[config.mk]
export PLATFORM = sky130hd
export DESIGN_NAME = base64_codec_stream
export DESIGN_NICKNAME = d
export VERILOG_FILES = /design/src/hw/rtl/b64c_pkg.sv /design/src/hw/rtl/b64c_front.sv /design/src/hw/rtl/b64c_queue.sv /design/src/hw/rtl/b64c_back.sv /design/src/hw/rtl/base64_codec_stream.sv
export SDC_FILE = /design/constraint.sdc
export NUM_CORES = 1
export LEC_CHECK = 0
export ABC_AREA = 0
export ABC_CLOCK_PERIOD_IN_PS = 12800
export BUFFER_PORTS_ARGS = -buffer_cell sky130_fd_sc_hd__buf_2
export CORE_MARGIN = 5
export CORE_UTILIZATION = 59
export CTS_CLUSTER_DIAMETER = 50
export DETAILED_ROUTE_END_ITERATION = 10
export GPL_TIMING_DRIVEN = 0
export PLACE_DENSITY = 0.88
export SYNTH_ARGS = -nofsm -noshare
export SYNTH_HDL_FRONTEND = slang
export SYNTH_HIERARCHICAL = 1
export SYNTH_SLANG_ARGS = --single-unit
[constraint.sdc]
create_clock -name i_clk -period 12.8 [get_ports i_clk]
set_input_delay 2.56 -clock i_clk [delete_from_list [all_inputs] [get_ports i_clk]]
set_output_delay 2.56 -clock i_clk [all_outputs]
set_load 0.01 [all_outputs]
[src/hw/rtl/b64c_pkg.sv]
// Shared types, constants and character mapping functions of the base64 codec.
package b64c_pkg;

    localparam logic [7:0] PAD_CHAR    = 8'h3D;
    localparam logic       MODE_ENCODE = 1'b0;
    localparam logic       MODE_DECODE = 1'b1;
    localparam logic       REG_MODE    = 1'b0;
    localparam int         QUEUE_DEPTH = 2;
    localparam int         QPTR_W      = $clog2(QUEUE_DEPTH);
    localparam int         ADDR_W      = 3;

    typedef struct packed {
        logic [7:0] data_byte;
        logic       last_byte;
    } t_in_item;

    typedef struct packed {
        logic [7:0] out_byte;
        logic       out_last;
    } t_out_item;

    typedef struct packed {
        logic        mode;
        logic [23:0] bits;
        logic [1:0]  cnt;
        logic        last;
    } t_job;

    typedef struct packed {
        logic full;
        logic empty;
    } t_queue_status;

    function automatic logic [7:0] b64_char(input logic [5:0] v);
        logic [7:0] c;
        if (v < 6'd26) begin
            c = 8'h41 + 8'(v);
        end else if (v < 6'd52) begin
            c = 8'h61 + 8'(v) - 8'd26;
        end else if (v < 6'd62) begin
            c = 8'h30 + 8'(v) - 8'd52;
        end else if (v == 6'd62) begin
            c = 8'h2B;
        end else begin
            c = 8'h2F;
        end
        return c;
    endfunction

    function automatic logic [5:0] sextet_of(input logic [7:0] c);
        logic [5:0] v;
        if (c inside {[8'h41:8'h5A]}) begin
            v = 6'(c - 8'h41);
        end else if (c inside {[8'h61:8'h7A]}) begin
            v = 6'(c - 8'h61 + 8'd26);
        end else if (c inside {[8'h30:8'h39]}) begin
            v = 6'(c - 8'h30 + 8'd52);
        end else if (c == 8'h2B) begin
            v = 6'd62;
        end else if (c == 8'h2F) begin
            v = 6'd63;
        end else begin
            v = 6'd0;
        end
        return v;
    endfunction

endpackage

[src/hw/rtl/b64c_front.sv]
// Input side of the base64 codec: builds groups and issues one job per finished group that yields a result.
module b64c_front import b64c_pkg::*; (
    input  logic          i_clk,
    input  logic          i_rst_n,
    input  logic          i_mode,
    input  logic          i_clear,
    input  logic          i_valid,
    input  t_in_item      i_item,
    output logic          o_stall,
    input  t_queue_status i_qstat,
    output logic          o_push,
    output t_job          o_job
);

    logic [23:0] r_bits, n_bits;
    logic [1:0]  r_cnt, n_cnt;

    logic        accept;
    logic [23:0] enc_bits, dec_bits;
    logic [1:0]  enc_cnt;
    logic [2:0]  dec_cnt;
    logic        enc_emit, dec_flush, dec_full, is_pad;

    assign o_stall = i_qstat.full;
    assign accept  = i_valid && !i_qstat.full;

    always_comb begin
        enc_bits  = {r_bits[15:0], i_item.data_byte};
        enc_cnt   = r_cnt + 2'd1;
        enc_emit  = (enc_cnt == 2'd3) || i_item.last_byte;

        is_pad    = (i_item.data_byte == PAD_CHAR);
        dec_bits  = is_pad ? r_bits : {r_bits[17:0], sextet_of(i_item.data_byte)};
        dec_cnt   = is_pad ? {1'b0, r_cnt} : ({1'b0, r_cnt} + 3'd1);
        dec_full  = !is_pad && (r_cnt == 2'd3);
        dec_flush = dec_full || i_item.last_byte;

        n_bits = r_bits;
        n_cnt  = r_cnt;
        o_push = 1'b0;
        o_job  = '0;
        o_job.mode = i_mode;
        o_job.last = i_item.last_byte;

        if (i_mode == MODE_ENCODE) begin
            o_job.cnt = enc_cnt;
            case (enc_cnt)
                2'd1:    o_job.bits = enc_bits << 16;
                2'd2:    o_job.bits = enc_bits << 8;
                default: o_job.bits = enc_bits;
            endcase
            if (accept) begin
                o_push = enc_emit;
                n_bits = enc_emit ? 24'd0 : enc_bits;
                n_cnt  = enc_emit ? 2'd0 : enc_cnt;
            end
        end else begin
            o_job.cnt = 2'(dec_cnt - 3'd1);
            case (dec_cnt)
                3'd2:    o_job.bits = dec_bits << 12;
                3'd3:    o_job.bits = dec_bits << 6;
                default: o_job.bits = dec_bits;
            endcase
            if (accept) begin
                o_push = dec_flush && (dec_cnt >= 3'd2);
                n_bits = dec_flush ? 24'd0 : dec_bits;
                n_cnt  = dec_flush ? 2'd0 : dec_cnt[1:0];
            end
        end

        if (i_clear) begin
            n_bits = 24'd0;
            n_cnt  = 2'd0;
        end
    end

    always_ff @(posedge i_clk) begin
        if (!i_rst_n) begin
            r_bits <= 24'd0;
            r_cnt  <= 2'd0;
        end else begin
            r_bits <= n_bits;
            r_cnt  <= n_cnt;
        end
    end

endmodule

[src/hw/rtl/b64c_queue.sv]
// Short job queue between the front and back parts of the base64 codec.
module b64c_queue import b64c_pkg::*; (
    input  logic          i_clk,
    input  logic          i_rst_n,
    input  logic          i_push,
    input  t_job          i_job,
    input  logic          i_pop,
    output t_job          o_head,
    output t_queue_status o_qstat
);

    t_job              r_mem [QUEUE_DEPTH];
    logic [QPTR_W-1:0] r_wp, r_rp;
    logic [QPTR_W:0]   r_count;

    assign o_head        = r_mem[r_rp];
    assign o_qstat.full  = (r_count == (QPTR_W+1)'(QUEUE_DEPTH));
    assign o_qstat.empty = (r_count == '0);

    always_ff @(posedge i_clk) begin
        if (i_push) begin
            r_mem[r_wp] <= i_job;
        end
    end

    always_ff @(posedge i_clk) begin
        if (!i_rst_n) begin
            r_wp    <= '0;
            r_rp    <= '0;
            r_count <= '0;
        end else begin
            if (i_push) begin
                r_wp <= r_wp + QPTR_W'(1);
            end
            if (i_pop) begin
                r_rp <= r_rp + QPTR_W'(1);
            end
            case ({i_push, i_pop})
                2'b10:   r_count <= r_count + (QPTR_W+1)'(1);
                2'b01:   r_count <= r_count - (QPTR_W+1)'(1);
                default: r_count <= r_count;
            endcase
        end
    end

endmodule

[src/hw/rtl/b64c_back.sv]
// Output side of the base64 codec: expands each job into result transactions.
module b64c_back import b64c_pkg::*; (
    input  logic          i_clk,
    input  logic          i_rst_n,
    input  t_job          i_head,
    input  t_queue_status i_qstat,
    output logic          o_pop,
    output logic          o_valid,
    input  logic          i_stall,
    output t_out_item     o_item
);

    logic [1:0] r_k;
    logic       r_ov;
    t_out_item  r_out;

    logic       load, at_end;
    logic [1:0] last_idx;
    logic [5:0] sext;
    logic [7:0] ch;

    always_comb begin
        case (r_k)
            2'd0:    sext = i_head.bits[23:18];
            2'd1:    sext = i_head.bits[17:12];
            2'd2:    sext = i_head.bits[11:6];
            default: sext = i_head.bits[5:0];
        endcase

        if (i_head.mode == MODE_ENCODE) begin
            last_idx = 2'd3;
            if ((r_k == 2'd2 && i_head.cnt < 2'd2) || (r_k == 2'd3 && i_head.cnt < 2'd3)) begin
                ch = PAD_CHAR;
            end else begin
                ch = b64_char(sext);
            end
        end else begin
            last_idx = i_head.cnt - 2'd1;
            case (r_k)
                2'd0:    ch = i_head.bits[23:16];
                2'd1:    ch = i_head.bits[15:8];
                default: ch = i_head.bits[7:0];
            endcase
        end

        at_end = (r_k == last_idx);
        load   = !i_qstat.empty && (!r_ov || !i_stall);
        o_pop  = load && at_end;
    end

    assign o_valid = r_ov;
    assign o_item  = r_out;

    always_ff @(posedge i_clk) begin
        if (load) begin
            r_out.out_byte <= ch;
            r_out.out_last <= i_head.last && at_end;
        end
    end

    always_ff @(posedge i_clk) begin
        if (!i_rst_n) begin
            r_k  <= 2'd0;
            r_ov <= 1'b0;
        end else begin
            if (load) begin
                r_k  <= at_end ? 2'd0 : (r_k + 2'd1);
                r_ov <= 1'b1;
            end else if (!i_stall) begin
                r_ov <= 1'b0;
            end
        end
    end

endmodule

[src/hw/rtl/base64_codec_stream.sv]
// Top level of the streaming base64 codec with its mode register port.
//
// Input transactions carry one byte and a last flag on i_valid/o_stall/i_item.
// Result transactions leave on o_valid/i_stall/o_item, one character or byte each.
// The mode register (byte address 0, bit 0) selects encode (0) or decode (1);
// writing it discards any half-built group. Write it only while the block is idle.
// A transaction that completes a group, or carries the last flag, turns into a job
// that waits in a two-entry queue (in decode mode, not if under two sextets came in).
// The output register takes the job's results from the queue head, one per cycle
// while the receiver does not stall, so encoding, which makes four characters of
// three bytes, is held back by the output side; decoding takes one input per cycle.
// When the receiver stalls, the output register holds its transaction, the queue
// fills, and the input side asserts o_stall once the queue is full.
// Reset clears the mode to encode, the open group, the queue and the output valid.
module base64_codec_stream import b64c_pkg::*; (
    input  logic              i_clk,
    input  logic              i_rst_n,
    input  logic              psel,
    input  logic              penable,
    input  logic              pwrite,
    input  logic [ADDR_W-1:0] paddr,
    input  logic [31:0]       pwdata,
    output logic [31:0]       prdata,
    output logic              pready,
    input  logic              i_valid,
    output logic              o_stall,
    input  t_in_item          i_item,
    output logic              o_valid,
    input  logic              i_stall,
    output t_out_item         o_item
);

    logic          r_mode;
    logic          cfg_wr, mode_hit;
    logic          push, pop;
    t_job          job, head;
    t_queue_status qstat;

    assign pready   = 1'b1;
    assign cfg_wr   = psel && penable && pwrite;
    assign mode_hit = (paddr[ADDR_W-1:2] == REG_MODE) && (paddr[1:0] == 2'd0);
    assign prdata   = mode_hit ? {31'd0, r_mode} : 32'd0;

    always_ff @(posedge i_clk) begin
        if (!i_rst_n) begin
            r_mode <= MODE_ENCODE;
        end else if (cfg_wr && mode_hit) begin
            r_mode <= pwdata[0];
        end
    end

    b64c_front u_front (
        .i_clk   (i_clk),
        .i_rst_n (i_rst_n),
        .i_mode  (r_mode),
        .i_clear (cfg_wr && mode_hit),
        .i_valid (i_valid),
        .i_item  (i_item),
        .o_stall (o_stall),
        .i_qstat (qstat),
        .o_push  (push),
        .o_job   (job)
    );

    b64c_queue u_queue (
        .i_clk   (i_clk),
        .i_rst_n (i_rst_n),
        .i_push  (push),
        .i_job   (job),
        .i_pop   (pop),
        .o_head  (head),
        .o_qstat (qstat)
    );

    b64c_back u_back (
        .i_clk   (i_clk),
        .i_rst_n (i_rst_n),
        .i_head  (head),
        .i_qstat (qstat),
        .o_pop   (pop),
        .o_valid (o_valid),
        .i_stall (i_stall),
        .o_item  (o_item)
    );

endmodule

# Word level (Yosys, flattened, before mapping)
# Memory sizes are Yosys's and may differ from the RTL's. A register that Yosys moved wholly into a read port is not among the register bits.
# Index checks and enable logic that the tools add are counted.
[classes] add_sub_neg=19 magnitude_cmp=12 n_eq_ne=18 muxes=41 bitwise=2 reduce_logical=29
[op_table] op="$mux W24" count=6
[op_table] op="$pmux W24 S2" count=2
[op_table] op="$mux W8" count=5
[op_table] op="$mux W6" count=5
[op_table] op="$mux W26" count=1
[op_table] op="$eq A8 B6 Y1 const B" count=3
[op_table] op="$pmux W6 S3" count=1
[op_table] op="$add A7 B6 Y8 const A" count=2
[op_table] op="$ge A8 B7 Y1 const B" count=2
[op_table] op="$le A8 B7 Y1 const B" count=2
[op_table] op="$pmux W8 S2" count=1
[op_table] op="$logic_and A1 B1 Y1" count=15
[op_table] op="$eq A2 B2 Y1 const B" count=7
[op_table] op="$mux W2" count=7
[op_table] op="$lt A6 B6 Y1 const B" count=2
[op_table] op="$sub A6 B6 Y6 const B" count=2
[op_table] op="$mux W1" count=10
[op_table] op="$ge A8 B6 Y1 const B" count=1
[op_table] op="$le A8 B6 Y1 const B" count=1
[op_table] op="$sub A8 B5 Y8 const B" count=1
[op_table] op="$sub A8 B6 Y8 const B" count=1
[op_table] op="$add A6 B6 Y7 const A" count=1
[op_table] op="$add A2 B1 Y2 const B" count=3
[op_table] op="$add A6 B5 Y6 const B" count=1
[op_table] op="other kinds (21)" count=39
[word_totals] reg_bits=43 mem_bits_rw=56 inputBits=51 output_inout_bits=44 elab_cells=132 memories=1
[mem_list] memory="u_queue.r_mem" depth=2 word_bits=28 read_ports=1 rd_clocked_by_memory_dff=1 wr=1 line="b64c_queue.sv:12" source="t_job r_mem [QUEUE_DEPTH];"

# Depth between registers and ports, before layout
# Gate-level depths: netlist of the first run.
[logic_depth] depth_word=10 mapped_depth=16 ltp_nobuf=14

# Hierarchy
# The synthesis of the first run kept the hierarchy.
[by_module_without_submodules] mod="b64c_front" n_inst=1 cells_per_inst=438 area_each_um2=3084.2 seq_area_each_um2=520.5
[by_module_without_submodules] mod="b64c_queue" n_inst=1 cells_per_inst=109 area_each_um2=2230.9 seq_area_each_um2=1781.7
[by_module_without_submodules] mod="b64c_back" n_inst=1 cells_per_inst=153 area_each_um2=1218.7 seq_area_each_um2=330.3
[by_module_without_submodules] mod="base64_codec_stream" n_inst=1 cells_per_inst=41 area_each_um2=314.1 seq_area_each_um2=20.0

# Worst setup path before layout of the first run
# OpenSTA, ideal clock, no wires.
[synth_path] path_type="input port to flip-flop" startpoint="input port i_item[2] (netlist name)" endpoint="memory u_queue/r_mem[0][0] (netlist name) (enable)" setup_time_ps=414 arrival_time_ps=5776 required_ps=12386 slack_ps=6610 path_stages=13 n_path_buf=2 path_cell_list="buf_2 inv_1 ha_1 nand2_1 nor2_4 buf_2 xnor2_1 inv_1 ha_1 o21ai_0 a311oi_1 inv_1 nor2_1"
[synth_via] elab_chain_len=9 word_cells_on_any_way=11 classes_between="1 x order compare; 1 x eq/ne; 5 x mux; 4 x reduce/logical"
[synth_lines] element="start, declared" line="base64_codec_stream.sv:27" source="input t_in_item i_item,"
[synth_lines] element="$eq A8 B6 Y1 *" line="b64c_front.sv:32" source="is_pad = (i_item.data_byte == PAD_CHAR);"
[synth_lines] element="branches (longest 3 deep; another with $ge A3 B2 Y1)"
[synth_lines] element="$logic_and A1 B1 Y1 *" line="b64c_front.sv:65" source="o_push = dec_flush && (dec_cnt >= 3'd2);"
[synth_lines] element="$mux W1 *" line="b64c_front.sv:64" source="if (accept) begin"
[synth_lines] element="$mux W1 *" line="b64c_front.sv:45" source="if (i_mode == MODE_ENCODE) begin"
[synth_lines] element="via push" line="base64_codec_stream.sv:35" source="logic push, pop;"
[synth_lines] element="$mux W1 *" line="b64c_queue.sv:21" source="if (i_push) begin"
[synth_lines] element="$mux W1 (implied by the code) *" line="b64c_queue.sv:22" source="r_mem[r_wp] <= i_job;"
[synth_lines] element="end, declared" line="b64c_queue.sv:12"
# Mark *: on every way through the listed nets, which the timed path passes.

# Worst setup path after layout of the first run
[layout_path] startpoint="input port i_item[2] (netlist name)" endpoint="memory u_queue/r_mem[1][5] (netlist name) (enable)"
# Same word-level chain as after synthesis.

==> results.cfg, run 1 <==
[status]
status = finished, final reports clean

[critical_path]
crit_fanout = 28
endpoint_kind = flip-flop
crit_slowest_cell = and2_1
critical_path.max_stage_delay_ns = 1.05
cp.required_ns = 12.76
worst-setup-path-type = primary input to flip-flop
arrival_ns = 6.24
worstPathCellList = buf_2 -> buf_2 -> inv_1 -> ha_1 -> nand2_1 -> nor2_4 -> buf_2 -> xnor2_1 -> inv_1 -> ha_1 -> o21ai_0 -> a311oi_1 -> and2_1
startpoint_type = primary input
path_common_cell = buf_2

[logic_synthesis]
synth-main-ff-cell = edfxtp_1
ys_seq_elements = 100
async_flop_share = 0
synthTopCellsByArea = edfxtp_1 29%, dfxtp_1 10%, a21oi_1 5.8%, mux2_2 4.6%, buf_4 4.4%
synth_top_area_frac = 0.285
syn_inst = 741
synth.distinct_cells = 85
syn-mean-instance-area_sq_um = 9.24
synth_top_area_cell = edfxtp_1
ys_seq_area_frac = 0.387
synth_edf_count = 65
yosysWarnings = 6
syn_area_sq_um = 6850

[die]
die-area_sq_um = 13900
rows = 39
die_w_um = 118
die_h_um = 118
coreArea_sq_um = 11400
ios = 95
initial_utilization = 0.600

[drt]
wl_per_cell_um = 19.2
vias = 6032
drc = 0
viasPerCell = 6.28
routed_wl_mm = 18.5
drt.antenna.violating_nets = 0
drtPass1Iterations = 6
drtIter0Drc = 996

[sta]
clock.fmax_mhz = 159
finalCritPeriodShare = 0.491
period_minus_slack_ns = 6.28
grt_setup_unrepaired = no
tightest_slew_ns = 1.28
setup_viol_count_final = 0
slew_headroom = 0.147
setup_tns_ns = 0
finClkSkew_ns = 0.00778
final_hold_viol_count = 0
maxSlewViolCount = 0

[placed_design]
io_buffers = 29
place_area_sq_um = 7300
dp_hpwl_mm = 13.5
place_congestion = 0.992

[final_layout]
drive_gt1_frac = 0.196
layout_commonest_cell = a21oi_1
diodes = 0
fin_area_sq_um = 7590
fin_util = 0.665
fin_nets = 886
final_cell_mix = 80 x a21oi_1, 67 x nand2_1, 65 x edfxtp_1, 56 x o21ai_0, 43 x buf_2
syn_to_final_growth_pct = 10.8

[clock_tree]
post_cts_buffers = 0
numCtsBuffers = 9
cts_hold_buf = 0
cts.path.max_buffers = 2
cts_resized = 0
clk_pin_slew_worst_paths_ns = 0.07
h-tree-depth = 3
cts.root.buffer_cell = clkbuf_16
cts_tree = built
cts_sinks = 100
worstSkewPairLatency_ns = 0.35

[pwr]
cellLeakagePower_nw = 2.90
p_int_uw = 649
combPwrFrac = 0.328
power.switching_uw = 344
swShare = 0.346
power_density_nw_per_um2 = 131
clkPwrFrac = 0.263
peakVddDrop_mv = 0.0957
seq_power_share = 0.409

[global_route]
antenna_found_initial = 0
first_global_vias = 5549
overflow = 0
grt_max_degree = 29
grt_usage = 0.260
grt_pass1_wl_mm = 29.3

[job]
drv_cap = 0

[worst_hold_path]
worstHoldPathType = flip-flop to flip-flop
critical path: cells and delay by family:
family,cells,cell delay (ns)
simple gates,3,1.51
buf+inv,5,0.79
fa+ha+maj,2,0.64
compound gates,2,0.57
xor+xnor,1,0.14
cells in the mapped netlist (all sizes together) (3+ instances only):
cell / number
a21oi: 80
nand2: 67
edfxtp: 65
o21ai: 61
buf: 60
nor2: 40
dfxtp: 35
mux2: 30
inv: 27
clkbuf: 25
ha: 23
nand3: 21
mux2i: 18
and2: 13
nor2b: 10
nor3: 10
nor3b: 9
xnor2: 9
a221o: 8
a22o: 8
o211ai: 8
a211oi: 7
a221oi: 7
a31oi: 7
nand2b: 6
nand4: 6
o221ai: 6
a22oi: 5
a32oi: 5
a41oi: 5
a21boi: 4
a31o: 4
o211a: 4
o21a: 4
or3: 4
a311oi: 3
o31ai: 3
layout make-up:
class / instances / area (sq um)
buffer: 85 / 503
clock buffer: 11 / 243
clock inverter: 5 / 45.0
fill: 945 / 3830
inverter: 27 / 101
multi-input combinational: 559 / 3710
sequential: 100 / 2650
tap: 143 / 179
timing repair buffer: 30 / 160
state kept, by name, indices dropped and copies added (netlist names), named ones only:
register / cells
u_front/r_cnt: 2
u_back/r_k: 2
u_queue/r_mem: 56
u_queue/r_rp: 1
u_front/r_bits: 24
u_back/o_valid: 1
u_queue/r_count: 2
u_queue/r_wp: 1
u_back/o_item: 9
r_mode: 1
worst paths after layout:
check | cells past startpoint | slack [ns] | from | endpoint
setup reg to reg | 8 | 9.24 | u_front/r_cnt[0]$_SDFFE_PP0P_ | u_queue/r_mem[1][5]$_DFFE_PP_
hold / removal | 2 | 0.49 | r_mode$_SDFFE_PN0P_ | r_mode$_SDFFE_PN0P_
setup / recovery | 13 | 6.52 | i_item[2] | u_queue/r_mem[1][5]$_DFFE_PP_
hold reg to reg | 2 | 0.49 | r_mode$_SDFFE_PN0P_ | r_mode$_SDFFE_PN0P_
power groups by stage:
stage	registers, mW	clock network, mW	logic [mW]
after floorplan	0.410	0	0.232
after global placement	0.410	0	0.312
after detailed placement	0.412	0	0.315
after CTS	0.405	0.268	0.318
after global routing	0.409	0.280	0.354
final	0.406	0.261	0.326
logic make-up after synthesis:
group / synth area share
AOI/OAI and AO/OA: 0.238
and+or+nand+nor: 0.152
buffers and inverters: 0.0883
DFF: 0.387
muxes: 0.0773
adders and majority gates: 0.0420
xor gates and xnor gates: 0.0141
other: 0.00110
routing by layer:
| layer | GRT usage | up-vias | part of all wire |
|---|---|---|---|
| li1 | - | 2839 | - |
| met1 | 0.337 | 2753 | 0.40 |
| met2 | 0.407 | 359 | 0.46 |
| met3 | 0.0476 | 81 | 0.085 |
| met4 | 0.149 | 0 | 0.053 |
| met5 | 0 | - | 0 |
through the flow:
stage,power [mW],instances,worst slack [ns],hold slack (ns)
after floorplan,0.642,771,6.61,0.455
after global placement,0.722,943,5.50,0.473
after detailed placement,0.727,944,6.23,0.482
after CTS,0.990,960,6.59,0.491
after global routing,1.04,960,6.23,0.522
final,0.993,960,6.52,0.492
No activity file was read; power rests on OpenSTA's default activity.
==> inputs of run 2 (changes only) <==
Settings changed: ABC_CLOCK_PERIOD_IN_PS 12800 to 5300, CORE_UTILIZATION 59 to 53, PLACE_DENSITY 0.88 to 0.83.
Clock period 12.8 ns to 5.3 ns, I/O delays scaled along.
==> run 2 against run 1 <==
  * Count of clock-buffer cells in the layout is the same
  * Global-route usage is 1.4 points lower
  * Sequential power up 140%
  * Combinational power is 140% higher
  * First-iteration DRC count shrank 25%
  * Hold slack improved by 0.0051 ns
  * Critical path depth unchanged
  * Setup slack lost 6.0 ns
==> results.cfg, run 2 (synthesis gave the netlist of run 1 again) <==
[critical_path]
arrival_ns = 4.73
endpoint_kind = flip-flop
rr_endpoint = u_queue/r_mem[1][11]$_DFFE_PP_
critical_path.max_stage_delay_ns = 1.06
crit_buf_inv = 5
cp_num_cells = 13
cp.required_ns = 5.26
crit_end = u_queue/r_mem[1][11]$_DFFE_PP_
reg2regPathDepth = 8
worst-setup-path-type = primary input to flip-flop
startpoint = i_item[2]
startpoint_type = primary input
crit_slowest_cell = and2_1
worstPathCellList = buf_2 -> buf_2 -> inv_1 -> ha_1 -> nand2_1 -> nor2_4 -> buf_2 -> xnor2_1 -> inv_1 -> ha_1 -> o21ai_0 -> a311oi_1 -> and2_1
path_common_cell = buf_2
crit_family = simple AND/OR/NAND/NOR gates
crit_fanout = 28
r2r_setup_slack_ns = 1.70
worstReg2RegStart = u_front/r_cnt[0]$_SDFFE_PP0P_

[drt]
viasPerCell = 6.19
drc = 0
drtPass1Iterations = 6
drt.antenna.violating_nets = 0
vias = 6123
routed_wl_mm = 18.6
wl_per_cell_um = 18.8
drtIter0Drc = 749

[pwr]
power_density_nw_per_um2 = 322
peakVddDrop_mv = 0.287
power_mw = 2.47
cellLeakagePower_nw = 2.91

[final_layout]
diodes = 0
drive_gt1_frac = 0.195
syn_to_final_growth_pct = 11.8
layout_commonest_cell = a21oi_1
fin_util = 0.607
fin_cells = 989
final_cell_mix = 80 x a21oi_1, 67 x nand2_1, 65 x edfxtp_1, 56 x o21ai_0, 43 x buf_2
top_register = u_queue/r_mem
fin_nets = 886
fin_area_sq_um = 7660
largest_reg_flops = 56

[placed_design]
dp_hpwl_mm = 13.7
post-place-ws_ns = 0.204
place_congestion = 1.06
place_area_sq_um = 7340
placed_cells = 973
io_buffers = 29

[sta]
grt_setup_unrepaired = no
setup_viol_count_final = 0
slew_headroom = 0.139
final_hold_viol_count = 0
setup_ws_ns = 0.529
clock.fmax_mhz = 210
tightest_slew_ns = 1.29
finalHoldWorstSlack_ns = 0.497
maxSlewViolCount = 0
period_minus_slack_ns = 4.77
finalCritPeriodShare = 0.900
finClkSkew_ns = 0.00586
setup_tns_ns = 0

[clock_tree]
h-tree-depth = 3
cts_resized = 0
cts.root.buffer_cell = clkbuf_16
cts_hold_buf = 0
cts_tree = built
post_cts_buffers = 0
cts_sinks = 100
worstSkewPairLatency_ns = 0.35
clk_pin_slew_worst_paths_ns = 0.07
cts.path.max_buffers = 2
numCtsBuffers = 9

[global_route]
grt_max_degree = 29
grt_usage = 0.246
grt_pass1_wl_mm = 29.3
antenna_found_initial = 0
first_global_vias = 5531
overflow = 0

[die]
die_w_um = 124
coreArea_sq_um = 12600
ios = 95
initial_utilization = 0.543
rows = 41
die-area_sq_um = 15300
die_h_um = 124

[job]
drv_cap = 0

[status]
status = finished, final reports clean

[worst_hold_path]
worstHoldPathType = flip-flop to flip-flop
[run 2: worst register-to-register path: cells and delay by family, from the launching register on]
family | cells | cell delay [ns]
buffers and inverters | 1 | 0.15
AND/OR/NAND/NOR | 2 | 1.11
adder cells (fa/ha/maj) | 2 | 0.76
flip-flops | 1 | 0.42
AO/OA/AOI/OAI | 3 | 0.76
[run 2: per-layer routing]
layer,GRT usage,up-vias,routed length (um)
met5,0,-,0
met4,0.127,0,897
met3,0.0436,66,1660
met2,0.385,376,8560
met1,0.325,2845,7440
li1,-,2836,-
[run 2: report_power, final]
part / internal (mW) / switching [mW] / total, mW
Sequential: 0.930 / 0.0512 / 0.981
Combinational: 0.300 / 0.488 / 0.788
Clock: 0.417 / 0.281 / 0.698
Total: 1.65 / 0.820 / 2.47
[run 2: cell type report]
type                       instances  area, sq um
fill                            1114         4960
multi-input combinational        559         3710
sequential                       100         2650
buffer                            85          503
clock buffer                      11          233
tap                              172          215
timing repair buffer              30          160
inverter                          27          101
clock inverter                     5         85.1
[run 2: worst min-delay path by stage]
stage                     cells after the start                             from  slack [ns]                              end
after global routing                          2  u_queue/r_count[1]$_SDFFE_PN0P_        0.52  u_queue/r_count[1]$_SDFFE_PN0P_
final                                         2              r_mode$_SDFFE_PN0P_        0.50              r_mode$_SDFFE_PN0P_
after detailed placement                      2              r_mode$_SDFFE_PN0P_        0.48              r_mode$_SDFFE_PN0P_
after CTS                                     2      u_back/o_valid$_SDFFE_PN0P_        0.50      u_back/o_valid$_SDFFE_PN0P_
after global placement                        2              r_mode$_SDFFE_PN0P_        0.48              r_mode$_SDFFE_PN0P_
after floorplan                               2              r_mode$_SDFFE_PN0P_        0.46              r_mode$_SDFFE_PN0P_
